$ cat src/hw/rtl/tdvl_pkg.sv
package tdvl_pkg;

    // Default sizes of the place cell grid
    localparam int GRID_WIDTH_DEF  = 16;
    localparam int CELL_COUNT_DEF  = 256;
    localparam int DRIVE_COUNT_DEF = 4;

    // Fixed field widths
    localparam int RADIUS_W = 6;
    localparam int WEIGHT_W = 16;
    localparam int FRAC_W   = 16;
    localparam int TD_W     = 18;
    localparam int SHARE_W  = FRAC_W + TD_W;
    localparam int POS_W    = 4;
    localparam int DRIVE_W  = 2;
    localparam int CFG_IDX_W  = 2;
    localparam int CFG_DATA_W = 16;

    // Largest activity a cell can have, also the last entry of the share table
    localparam int ACT_MAX = (1 << RADIUS_W) - 1;

    localparam logic signed [TD_W-1:0] TD_MAX = TD_W'(131071);
    localparam logic signed [TD_W-1:0] TD_MIN = TD_W'(-131072);

    // Register reset values
    localparam logic [RADIUS_W-1:0] RADIUS_RST     = 6'd4;
    localparam logic [15:0]         DISCOUNT_RST   = 16'd58982;
    localparam logic [15:0]         LEARN_RATE_RST = 16'd6554;
    localparam logic [15:0]         WEIGHT_MAX_RST = 16'd16384;

    typedef enum logic [CFG_IDX_W-1:0] {
        CFG_RADIUS     = 2'd0,
        CFG_DISCOUNT   = 2'd1,
        CFG_LEARN_RATE = 2'd2,
        CFG_WEIGHT_MAX = 2'd3
    } tdvl_cfg_idx_t;

    typedef enum logic [3:0] {
        S_CLEAR,
        S_IDLE,
        S_LOAD,
        S_WALK_CUR,
        S_DIV_CUR,
        S_WALK_PREV,
        S_DIV_PREV,
        S_TD,
        S_SHARE_GO,
        S_DIV_SHARE,
        S_TABLE,
        S_UPDATE,
        S_FINISH
    } tdvl_state_t;

    typedef struct packed {
        logic [RADIUS_W-1:0] radius;
        logic [15:0]         discount;
        logic [15:0]         learn_rate;
        logic [15:0]         weight_max;
    } tdvl_cfg_t;

    typedef struct packed {
        logic load;
        logic walk_start;
        logic walk_prev;
        logic walk_update;
        logic div_start;
        logic div_share;
        logic save_cur;
        logic save_prev;
        logic save_td;
        logic table_start;
        logic out_load;
    } tdvl_cmd_t;

    typedef struct packed {
        logic walk_done;
        logic div_done;
        logic table_done;
        logic clear_busy;
        logic learn;
        logic satisfied;
        logic den_zero;
        logic out_free;
    } tdvl_status_t;

endpackage

$ cat src/hw/rtl/tdvl_ctrl.sv
module tdvl_ctrl (
    input  logic                   clk,
    input  logic                   rst_n,
    input  logic                   in_valid,
    output logic                   in_stall,
    input  tdvl_pkg::tdvl_status_t status,
    output tdvl_pkg::tdvl_cmd_t    cmd
);

    import tdvl_pkg::*;

    tdvl_state_t state_reg;
    tdvl_state_t state_next;

    always_ff @(posedge clk or negedge rst_n)
    begin
        if (!rst_n)
        begin
            state_reg <= S_CLEAR;
        end
        else
        begin
            state_reg <= state_next;
        end
    end

    always_comb
    begin
        state_next = state_reg;
        cmd        = '0;
        in_stall   = (state_reg != S_IDLE);
        case (state_reg)
            S_CLEAR:
            begin
                if (!status.clear_busy)
                begin
                    state_next = S_IDLE;
                end
            end
            S_IDLE:
            begin
                if (in_valid)
                begin
                    cmd.load   = 1'b1;
                    state_next = S_LOAD;
                end
            end
            S_LOAD:
            begin
                cmd.walk_start = 1'b1;
                if (status.learn && status.satisfied)
                begin
                    cmd.walk_prev = 1'b1;
                    state_next    = S_WALK_PREV;
                end
                else
                begin
                    state_next = S_WALK_CUR;
                end
            end
            S_WALK_CUR:
            begin
                if (status.walk_done)
                begin
                    cmd.div_start = 1'b1;
                    state_next    = S_DIV_CUR;
                end
            end
            S_DIV_CUR:
            begin
                if (status.div_done)
                begin
                    cmd.save_cur = 1'b1;
                    if (status.learn)
                    begin
                        cmd.walk_start = 1'b1;
                        cmd.walk_prev  = 1'b1;
                        state_next     = S_WALK_PREV;
                    end
                    else
                    begin
                        state_next = S_FINISH;
                    end
                end
            end
            S_WALK_PREV:
            begin
                if (status.walk_done)
                begin
                    cmd.div_start = 1'b1;
                    state_next    = S_DIV_PREV;
                end
            end
            S_DIV_PREV:
            begin
                if (status.div_done)
                begin
                    cmd.save_prev = 1'b1;
                    state_next    = S_TD;
                end
            end
            S_TD:
            begin
                cmd.save_td = 1'b1;
                state_next  = status.den_zero ? S_FINISH : S_SHARE_GO;
            end
            S_SHARE_GO:
            begin
                cmd.div_start = 1'b1;
                cmd.div_share = 1'b1;
                state_next    = S_DIV_SHARE;
            end
            S_DIV_SHARE:
            begin
                if (status.div_done)
                begin
                    cmd.table_start = 1'b1;
                    state_next      = S_TABLE;
                end
            end
            S_TABLE:
            begin
                if (status.table_done)
                begin
                    cmd.walk_start  = 1'b1;
                    cmd.walk_prev   = 1'b1;
                    cmd.walk_update = 1'b1;
                    state_next      = S_UPDATE;
                end
            end
            S_UPDATE:
            begin
                if (status.walk_done)
                begin
                    state_next = S_FINISH;
                end
            end
            S_FINISH:
            begin
                if (status.out_free)
                begin
                    cmd.out_load = 1'b1;
                    state_next   = S_IDLE;
                end
            end
            default:
            begin
                state_next = S_IDLE;
            end
        endcase
    end

endmodule

$ cat config.mk
export PLATFORM = sky130hd
export DESIGN_NAME = tdvl_ctrl
export DESIGN_NICKNAME = d
export VERILOG_FILES = /design/src/hw/rtl/tdvl_pkg.sv /design/src/hw/rtl/tdvl_ctrl.sv
export SDC_FILE = /design/constraint.sdc
export NUM_CORES = 1
export LEC_CHECK = 0
export BUFFER_PORTS_ARGS = -buffer_cell sky130_fd_sc_hd__buf_2
export CAP_MARGIN = 40
export CORE_AREA = 2 2 39 41
export CTS_BUF_LIST = sky130_fd_sc_hd__clkbuf_16
export DETAILED_ROUTE_END_ITERATION = 10
export DIE_AREA = 0 0 41 43
export HOLD_SLACK_MARGIN = 0.02
export PLACE_DENSITY = 0.7
export SYNTH_ARGS = -nofsm -noshare
export SYNTH_HDL_FRONTEND = slang
export SYNTH_SLANG_ARGS = --single-unit
export TNS_END_PERCENT = 1
$ cat constraint.sdc
create_clock -name clk -period 1.6 [get_ports clk]
set_input_delay 0.08 -clock clk [delete_from_list [all_inputs] [get_ports clk]]
set_output_delay 0.08 -clock clk [all_outputs]
set_load 0.005 [all_outputs]
==> results of run 1 <==
## stage by stage
stage	util, %	worst slack, ns	power, mW	std cells
4_1_cts	55.5	-0.0000510	1.53	114
3_3_place_gp	49.2	0.142	1.12	110
3_5_place_dp	49.2	0.154	1.13	110
5_1_grt	58.8	-0.00271	1.77	120
2_1_floorplan	-	0.354	0.887	73
6_report	58.8	0.0633	1.66	120
## final timing paths
path	slack (ns)	cells past startpoint	from	endpoint
setup / recovery	0.06	4	state_reg[3]$_DFFE_PN0P_	cmd[8]
hold / removal	0.19	2	rst_n	state_reg[3]$_DFFE_PN0P_
setup reg to reg	0.14	5	state_reg[2]$_DFFE_PN0P_	state_reg[0]$_DFFE_PN0P_
hold reg to reg	0.76	2	state_reg[0]$_DFFE_PN0P_	state_reg[0]$_DFFE_PN0P_
max in group asynchronous	1.28	2	rst_n	state_reg[2]$_DFFE_PN0P_
min in group clk	0.28	5	status[1]	state_reg[2]$_DFFE_PN0P_
## synth_stat cells, drive strengths merged
master and n:
a211o 1, mux2i 2, a22o 1, a31o 1, nand4 1, o32a 1
o22ai 2, o21a 1, nor2b 5, a41o 2, a22oi 1, nor2 7
or2b 1, and3 3, nor3 4, a21oi 1, o31ai 3, buf 6
nand3b 2, and4 1, nand2b 1, o21ai 4, or2 1, o41ai 1
dfrtp 4, nor3b 2, inv 3, o22a 2, a21boi 1, nand3 1
nand2 7
## layout make-up
cell class | count | share of cell area [%]
clock buffers | 3 | 9.23
repair buffers | 34 | 24.6
multi-input cells | 60 | 49.4
inverters | 3 | 1.38
well taps | 16 | 2.46
flip-flops and latches | 4 | 12.9
## report_power, final
group / leakage (nW) / total, mW / internal, mW / switching, mW
sequential: 0.0444 / 0.297 / 0.164 / 0.133
combinational: 0.323 / 0.974 / 0.493 / 0.480
clock: 0.0370 / 0.385 / 0.319 / 0.0663
total: 0.404 / 1.66 / 0.976 / 0.680
## logic make-up after synthesis
kind of cell           synth area share, %
AOI/OAI and AO/OA                     33.0
muxes                                 3.64
buffers and inverters                 8.66
and+or+nand+nor                       36.4
DFF                                   18.2
## layer usage
metal  vias up  share of wire [%]  global-route usage [%]
met5         -                  0                       0
met4         0                2.7                    8.00
met3         8                5.9                    3.66
met2        37                 49                    30.0
met1       313                 42                    25.1
li1        335                  -                       -
## critical path: stages (launching register included)
cell	delay (ns)
dfrtp_2	0.44
or2b_1	0.30
nor3_1	0.25
a41o_1	0.13
buf_2	0.10
## timing repair
item / in CTS / in global routing
hold endpoints to repair: 4 / 0
endpoints found under the setup margin: 3 / 3
gates cloned: 0 / 0
hold buffers: 1 / 0
pin swaps: 0 / 0
setup buffers: 0 / 6
gates resized for setup: 2 / 2
==> flow_metrics.py, run 1 <==
metrics = {
    "yosys": {
        "synthCells": 73,
        "ys_seq_elements": 4,
        "ys_types": 35,
        "yosys.area.top_type_share_pct": 18.2,
        "syn-num-nets": 84,
        "yosysWarnings": 0,
        "seq_area_frac_synth_pct": 18.2,
        "postSynthAreaPerCell_um2": 7.52,
        "synth_area_leaders": "dfrtp_1, nor2b_1, nand2_1, buf_2, nor2_1",
        "synth_area_um2": 549,
        "yosysTopAreaCell": "dfrtp_1",
    },
    "clocking": {
        "cts_buffers": 3,
        "cts_max_level": 1,
        "clkLatencyLatePin_ns": 0.22,
        "root_buffer": "clkbuf_16",
        "tritoncts": "done",
        "cts.path.max_buffers": 2,
        "numClockSinks": 4,
        "clk_pin_slew_worst_paths_ns": 0.03,
    },
    "power": {
        "power_leakage_nw": 0.404,
        "peakVddDrop_mv": 0.928,
        "power_density_nw_per_um2": 2040,
    },
    "sta": {
        "min_period_over_period_pct": 96.0,
        "hold_viol_final": 0,
        "setup_viol": 0,
        "fmax_mhz": 651,
        "worst-slew-pin-transition_ns": 0.314,
        "relSlewSlack_pct": 78.9,
        "drv_slew": 0,
        "skew_ns": 0.00291,
        "hold_ws_ns": 0.190,
        "tns_ns": 0,
        "period_needed_ns": 1.54,
    },
    "layout": {
        "diodes": 0,
        "seq_area_um2": 105,
        "fill_cells": 131,
        "final_cell_mix": "buf_2, buf_4, nand2_1, nor2_1, nor2b_1",
        "design_area_um2": 813,
        "layout.cells.most_common": "buf_2",
        "nets": 117,
        "largest_register_ffs": 4,
        "drive_above_1_share_pct": 44.2,
        "syn_to_final_growth_pct": 48.1,
        "multi_input_area_um2": 402,
    },
    "detailed_routing": {
        "drt_iter0_markers": 34,
        "wl_per_cell_um": 14.0,
        "vias": 693,
        "wl_um": 1680,
        "postRouteAntennaNets": 0,
        "viasPerCell": 5.78,
        "dr.pass1.iters": 4,
        "drc_errors": 0,
    },
    "critical_path": {
        "cp.required_ns": 1.52,
        "crit_type": "reg -> out",
        "crit_path_start_kind": "flop",
        "cp_max_fo": 10,
        "cp-end-kind": "output port",
        "cp_data_arrival_time_ns": 1.46,
    },
    "status": {
        "status": "finished, final reports clean",
    },
    "floorplan": {
        "die_area_um2": 1760,
        "fp.coreArea_um2": 1380,
        "start_util_pct": 39.7,
        "rows": 14,
        "fp.dieW_um": 41,
        "ios": 23,
        "die_h_um": 43,
    },
    "grt": {
        "grt_pass1_vias": 580,
        "grt.overflow.total": 0,
        "antenna_found_initial": 0,
        "grt_pass1_wl_um": 2400,
        "grt_util_all_layers_pct": 19.4,
        "grt_max_degree": 18,
    },
    "placed_design": {
        "place_area_um2": 681,
        "gp_congestion": 0.796,
        "place_hpwl_um": 1160,
        "numPortBuffers": 22,
    },
    "flow_run": {
        "max-cap-violations": 0,
    },
    "worst_hold_path": {
        "hold_class": "in -> async",
    },
}
(Power assumes the default switching activity.)
==> run 2, diff against run 1 <==
==> constraint.sdc (replaced) <==
create_clock -name clk -period 1.6 [get_ports clk]
set_input_delay 0.08 -clock clk [delete_from_list [all_inputs] [get_ports clk]]
set_output_delay 0.08 -clock clk [all_outputs]
set_load 0.1 [all_outputs]
==> run 2 against run 1 <==
Effect of this change: the run now ends with negative setup slack left; non-clock buffer count rose by 8; worst hold slack improved by 0.021 ns; routed wire length rose by 28%; via count rose by 7.6%; sequential power fell by 11%; first-iteration DRC count fell by 65%; global-route usage rose by 7.2 points; critical path type unchanged.
==> flow_metrics.py, run 2 (synthesis gave the netlist of run 1 again) <==
metrics = {
    "floorplan": {
        "ios": 23,
        "fp.dieW_um": 41,
        "start_util_pct": 39.7,
        "die_h_um": 43,
        "die_area_um2": 1760,
        "rows": 14,
        "fp.coreArea_um2": 1380,
    },
    "placed_design": {
        "numPortBuffers": 22,
        "place_area_um2": 962,
        "gp_congestion": 0.928,
        "place_hpwl_um": 1480,
        "placed_cells": 118,
    },
    "detailed_routing": {
        "viasPerCell": 5.83,
        "wl_per_cell_um": 16.9,
        "postRouteAntennaNets": 0,
        "drt_iter0_markers": 12,
        "dr.pass1.iters": 4,
        "drc_errors": 0,
        "vias": 746,
        "wl_um": 2160,
    },
    "critical_path": {
        "crit_type": "reg -> out",
        "cp_data_arrival_time_ns": 1.56,
        "r2r_start": "state_reg[0]$_DFFE_PN0P_",
        "cp.required_ns": 1.52,
        "cp-endpoint": "cmd[8]",
        "rrSetupSlack_ns": 0.08,
        "cp_max_fo": 6,
        "cp-end-kind": "output port",
        "reg2reg_depth": 5,
        "startpoint": "state_reg[2]$_DFFE_PN0P_",
        "crit_path_start_kind": "flop",
        "timing.rr.end": "state_reg[0]$_DFFE_PN0P_",
    },
    "grt": {
        "grt.overflow.total": 0,
        "grt_pass1_wl_um": 3120,
        "grt_util_all_layers_pct": 26.5,
        "antenna_found_initial": 0,
        "grt_max_degree": 9,
        "grt_pass1_vias": 723,
    },
    "power": {
        "pwr-share-clk_pct": 14.1,
        "power_leakage_nw": 0.497,
        "comb_power_share_pct": 76.2,
        "power_density_nw_per_um2": 2440,
        "p_sw_share_pct": 50.5,
        "peakVddDrop_mv": 1.45,
        "pwr-share-seq_pct": 9.7,
        "switching_power_mw": 1.38,
        "p_int_mw": 1.35,
        "power_mw": 2.73,
    },
    "layout": {
        "layout.cells.most_common": "buf_4",
        "fin_util_pct": 80.7,
        "syn_to_final_growth_pct": 103,
        "nets": 125,
        "instances_no_fill": 128,
        "diodes": 0,
        "final_cell_mix": "buf_4, buf_12, buf_2, nand2_1, nor2b_1",
        "design_area_um2": 1120,
        "seq_area_um2": 105,
        "multi_input_area_um2": 462,
        "fill_cells": 88,
        "largest_register_ffs": 4,
        "drive_above_1_share_pct": 56.3,
    },
    "clocking": {
        "root_buffer": "clkbuf_16",
        "cts_buffers": 3,
        "clk_pin_slew_worst_paths_ns": 0.03,
        "cts.path.max_buffers": 2,
        "numClockSinks": 4,
        "clkLatencyLatePin_ns": 0.22,
        "cts_max_level": 1,
        "tritoncts": "done",
    },
    "sta": {
        "drv_slew": 0,
        "relSlewSlack_pct": 73.4,
        "rsz0062_at_grt": "true",
        "worst-slew-pin-transition_ns": 0.395,
        "min_period_over_period_pct": 103,
        "setup_ws_ns": -0.0407,
        "period_needed_ns": 1.64,
        "fmax_mhz": 610,
        "tns_ns": -0.0670,
        "setup_viol": 3,
        "hold_viol_final": 0,
        "skew_ns": 0.000884,
    },
    "status": {
        "violations": "negative setup slack",
        "status": "finished with violations",
    },
    "flow_run": {
        "max-cap-violations": 0,
    },
    "worst_hold_path": {
        "hold_class": "in -> async",
    },
}
[run 2: cell types whose count changed in the layout (fill, tap and decap cells not counted), sizes merged]
cell | previous run | this run
buf | 33 | 41
[run 2: layer usage]
| metal | global-route usage (%) | vias to the layer above | routed length, µm |
|---|---|---|---|
| li1 | - | 355 | - |
| met1 | 30.6 | 370 | 843 |
| met2 | 45.0 | 17 | 1220 |
| met3 | 2.62 | 4 | 65 |
| met4 | 13.3 | 0 | 27 |
| met5 | 0 | - | 0 |
[run 2: worst max-delay path: stages (launching register included)]
cell	delay, ns
dfrtp_2	0.43
nor2b_1	0.18
a22o_1	0.25
a41o_2	0.30
buf_12	0.17
[run 2: final cells by class]
| type | count | area share, % |
|---|---|---|
| Clock buffer | 3 | 6.72 |
| Multi-Input combinational cell | 60 | 41.3 |
| Inverter | 3 | 1.01 |
| Timing Repair Buffer | 42 | 39.8 |
| Tap cell | 16 | 1.79 |
| Sequential cell | 4 | 9.41 |
[run 2: power groups by stage]
stage / combinational (mW) / sequential [mW] / clock [mW]
6_report: 2.08 / 0.265 / 0.384
3_3_place_gp: 1.79 / 0.281 / 0
2_1_floorplan: 1.30 / 0.184 / 0
5_1_grt: 2.17 / 0.270 / 0.398
3_5_place_dp: 1.83 / 0.280 / 0
4_1_cts: 1.99 / 0.245 / 0.388
[run 2: worst min-delay path by stage]
stage / startpoint / to / slack [ns] / cells after the start
floorplan: rst_n / state_reg[0]$_DFFE_PN0P_ / -0.22 / 0
detailed placement: rst_n / state_reg[0]$_DFFE_PN0P_ / -0.11 / 1
finish: rst_n / state_reg[2]$_DFFE_PN0P_ / 0.21 / 2
global route: rst_n / state_reg[2]$_DFFE_PN0P_ / 0.21 / 2
CTS: rst_n / state_reg[2]$_DFFE_PN0P_ / 0.20 / 2
global placement: rst_n / state_reg[0]$_DFFE_PN0P_ / -0.11 / 1
[run 2: timing repair]
item,in CTS,in global routing
buffers inserted,4,2
hold buffers,1,0
gates resized for setup,8,3
hold endpoints to repair,4,0
pin swaps,2,2
endpoints found under the setup margin,6,5
[run 2: per-stage QoR]
stage / hold WS (ns) / setup slack (ns)
after floorplan: -0.216 / -0.594
after global placement: -0.114 / 0.153
after detailed placement: -0.108 / 0.109
after CTS: 0.195 / -0.00709
after global routing: 0.214 / -0.0703
final: 0.210 / -0.0407
==> run 3, diff against run 2 <==
--- a/config.mk
+++ b/config.mk
@@ -7,10 +7,10 @@
 export LEC_CHECK = 0
 export BUFFER_PORTS_ARGS = -buffer_cell sky130_fd_sc_hd__buf_2
 export CAP_MARGIN = 40
-export CORE_AREA = 2 2 39 41
+export CORE_AREA = 8 8 45 47
 export CTS_BUF_LIST = sky130_fd_sc_hd__clkbuf_16
 export DETAILED_ROUTE_END_ITERATION = 10
-export DIE_AREA = 0 0 41 43
+export DIE_AREA = 0 0 53 55
 export HOLD_SLACK_MARGIN = 0.02
 export PLACE_DENSITY = 0.7
 export SYNTH_ARGS = -nofsm -noshare
==> run 3 against run 2 <==
Effect of this change: the run still ends with negative setup slack left; sequential power fell by 2%; clock power rose by 3%; total power fell by 6.0%; count of clock-buffer cells in the layout did not move; via count fell by 5.8%; combinational power fell by 8%; cell area fell by 4.1%; sequential cell count did not move; largest cell class unchanged; largest power group unchanged; highest routed layer unchanged.
==> flow_metrics.py, run 3 (synthesis gave the netlist of run 1 again) <==
metrics = {
    "power": {
        "peakVddDrop_mv": 1.56,
        "pwr-share-clk_pct": 15.4,
        "power_leakage_nw": 0.480,
        "p_int_mw": 1.26,
        "switching_power_mw": 1.30,
        "p_sw_share_pct": 50.8,
        "pwr-share-seq_pct": 10.1,
        "comb_power_share_pct": 74.5,
        "power_density_nw_per_um2": 2390,
    },
    "detailed_routing": {
        "viasPerCell": 5.72,
        "vias": 703,
        "drc_errors": 0,
        "postRouteAntennaNets": 0,
        "drt_iter0_markers": 10,
        "wl_um": 1870,
        "wl_per_cell_um": 15.2,
        "dr.pass1.iters": 4,
    },
    "critical_path": {
        "cpPeakStageDelay_ns": 0.44,
        "cp_data_arrival_time_ns": 1.53,
        "startpoint": "state_reg[2]$_DFFE_PN0P_",
        "cp_max_fo": 8,
        "cp_slowest_cell": "dfrtp_2",
        "path_buf_inv": 1,
        "crit_type": "reg -> out",
        "crit_path_start_kind": "flop",
        "crit_chain": "or2b_4, o22a_1, o21ai_2, buf_12",
        "cp_top_family": "flip-flops",
        "r2r_start": "state_reg[2]$_DFFE_PN0P_",
        "cp-end-kind": "output port",
        "cp.required_ns": 1.52,
    },
    "placed_design": {
        "gp_congestion": 0.901,
        "pre_cts_slack_ns": 0.129,
        "place_area_um2": 962,
        "placed_cells": 118,
        "place_hpwl_um": 1460,
        "numPortBuffers": 22,
    },
    "status": {
        "status": "finished with violations",
        "violations": "negative setup slack",
    },
    "sta": {
        "min_period_over_period_pct": 101,
        "skew_ns": 0.00374,
        "hold_viol_final": 0,
        "period_needed_ns": 1.61,
        "setup_ws_ns": -0.00980,
        "relSlewSlack_pct": 79.8,
        "setup_viol": 2,
        "worst-slew-pin-transition_ns": 0.301,
        "fmax_mhz": 621,
        "tns_ns": -0.0103,
        "drv_slew": 0,
        "rsz0062_at_grt": "true",
    },
    "layout": {
        "syn_to_final_growth_pct": 95.0,
        "instances_no_fill": 123,
        "design_area_um2": 1070,
        "layout.cells.most_common": "buf_4",
        "largest_register_ffs": 4,
        "drive_above_1_share_pct": 51.4,
        "fill_cells": 96,
        "multi_input_area_um2": 457,
        "seq_area_um2": 103,
        "fin_util_pct": 77.4,
        "final_cell_mix": "buf_4, buf_12, buf_2, nand2_1",
        "diodes": 0,
        "nets": 120,
    },
    "grt": {
        "antenna_found_initial": 0,
        "grt_pass1_wl_um": 2930,
        "grt_pass1_vias": 673,
        "grt_util_all_layers_pct": 13.3,
        "grt_max_degree": 10,
        "grt.overflow.total": 0,
    },
    "clocking": {
        "cts.path.max_buffers": 2,
        "numClockSinks": 4,
        "cts_buffers": 3,
        "clkLatencyLatePin_ns": 0.23,
        "root_buffer": "clkbuf_16",
        "tritoncts": "done",
        "cts_max_level": 1,
        "clk_pin_slew_worst_paths_ns": 0.03,
    },
    "flow_run": {
        "max-cap-violations": 0,
    },
    "floorplan": {
        "fp.dieW_um": 53,
        "ios": 23,
        "rows": 14,
        "die_area_um2": 2920,
        "fp.coreArea_um2": 1380,
        "die_h_um": 55,
        "start_util_pct": 39.7,
    },
    "worst_hold_path": {
        "hold_class": "in -> async",
    },
}
## run 3: cell count changes in the layout (fill, tap and decap cells not counted), sizes merged
cell / previous run / this run
buf: 41 / 36
## run 3: final cells by class
type / instances / share of cell area, %
sequential: 4 / 9.58
clock buffer: 3 / 7.01
timing repair buffer: 37 / 37.9
tap: 16 / 1.87
multi-input combinational: 60 / 42.6
inverter: 3 / 1.05
## run 3: path summary, 6_finish.rpt
kind	endpoint	slack (ns)	cells after the start
max reg2reg	state_reg[0]$_DFFE_PN0P_	0.20	4
min	state_reg[2]$_DFFE_PN0P_	0.21	2
min reg2reg	state_reg[3]$_DFFE_PN0P_	0.72	2
max	cmd[6]	-0.01	4
min in group clk	state_reg[2]$_DFFE_PN0P_	0.27	5
max in group asynchronous	state_reg[1]$_DFFE_PN0P_	1.27	2
## run 3: metal layers
| layer | share of wire, % | track usage [%] | vias to the layer above | wire, µm |
|---|---|---|---|---|
| li1 | - | - | 343 | - |
| met1 | 38 | 14.7 | 333 | 706 |
| met2 | 53 | 23.4 | 24 | 987 |
| met3 | 7.4 | 2.41 | 3 | 138 |
| met4 | 1.7 | 7.33 | 0 | 32 |
| met5 | 0 | 0 | - | 0 |
## run 3: power by group through the flow
stage                     Combinational (mW)  Sequential, mW  Clock, mW
after floorplan                         1.30           0.184          0
after global placement                  1.83           0.254          0
after detailed placement                1.84           0.253          0
after CTS                               1.91           0.254      0.400
after global routing                    2.01           0.266      0.407
final                                   1.91           0.259      0.395
## run 3: what timing repair did
item                                   4_1_cts  5_1_grt
cloned                                       0        0
resized for setup                            4        1
buffers inserted                             1        0
hold buffers                                 1        0
setup endpoints to repair                    4        5
endpoints found under the hold margin        4        0
## run 3: through the flow
stage | power [mW] | hold slack (ns)
after floorplan | 1.49 | -0.216
after global placement | 2.08 | -0.114
after detailed placement | 2.09 | -0.115
after CTS | 2.56 | 0.208
after global routing | 2.68 | 0.235
final | 2.56 | 0.205
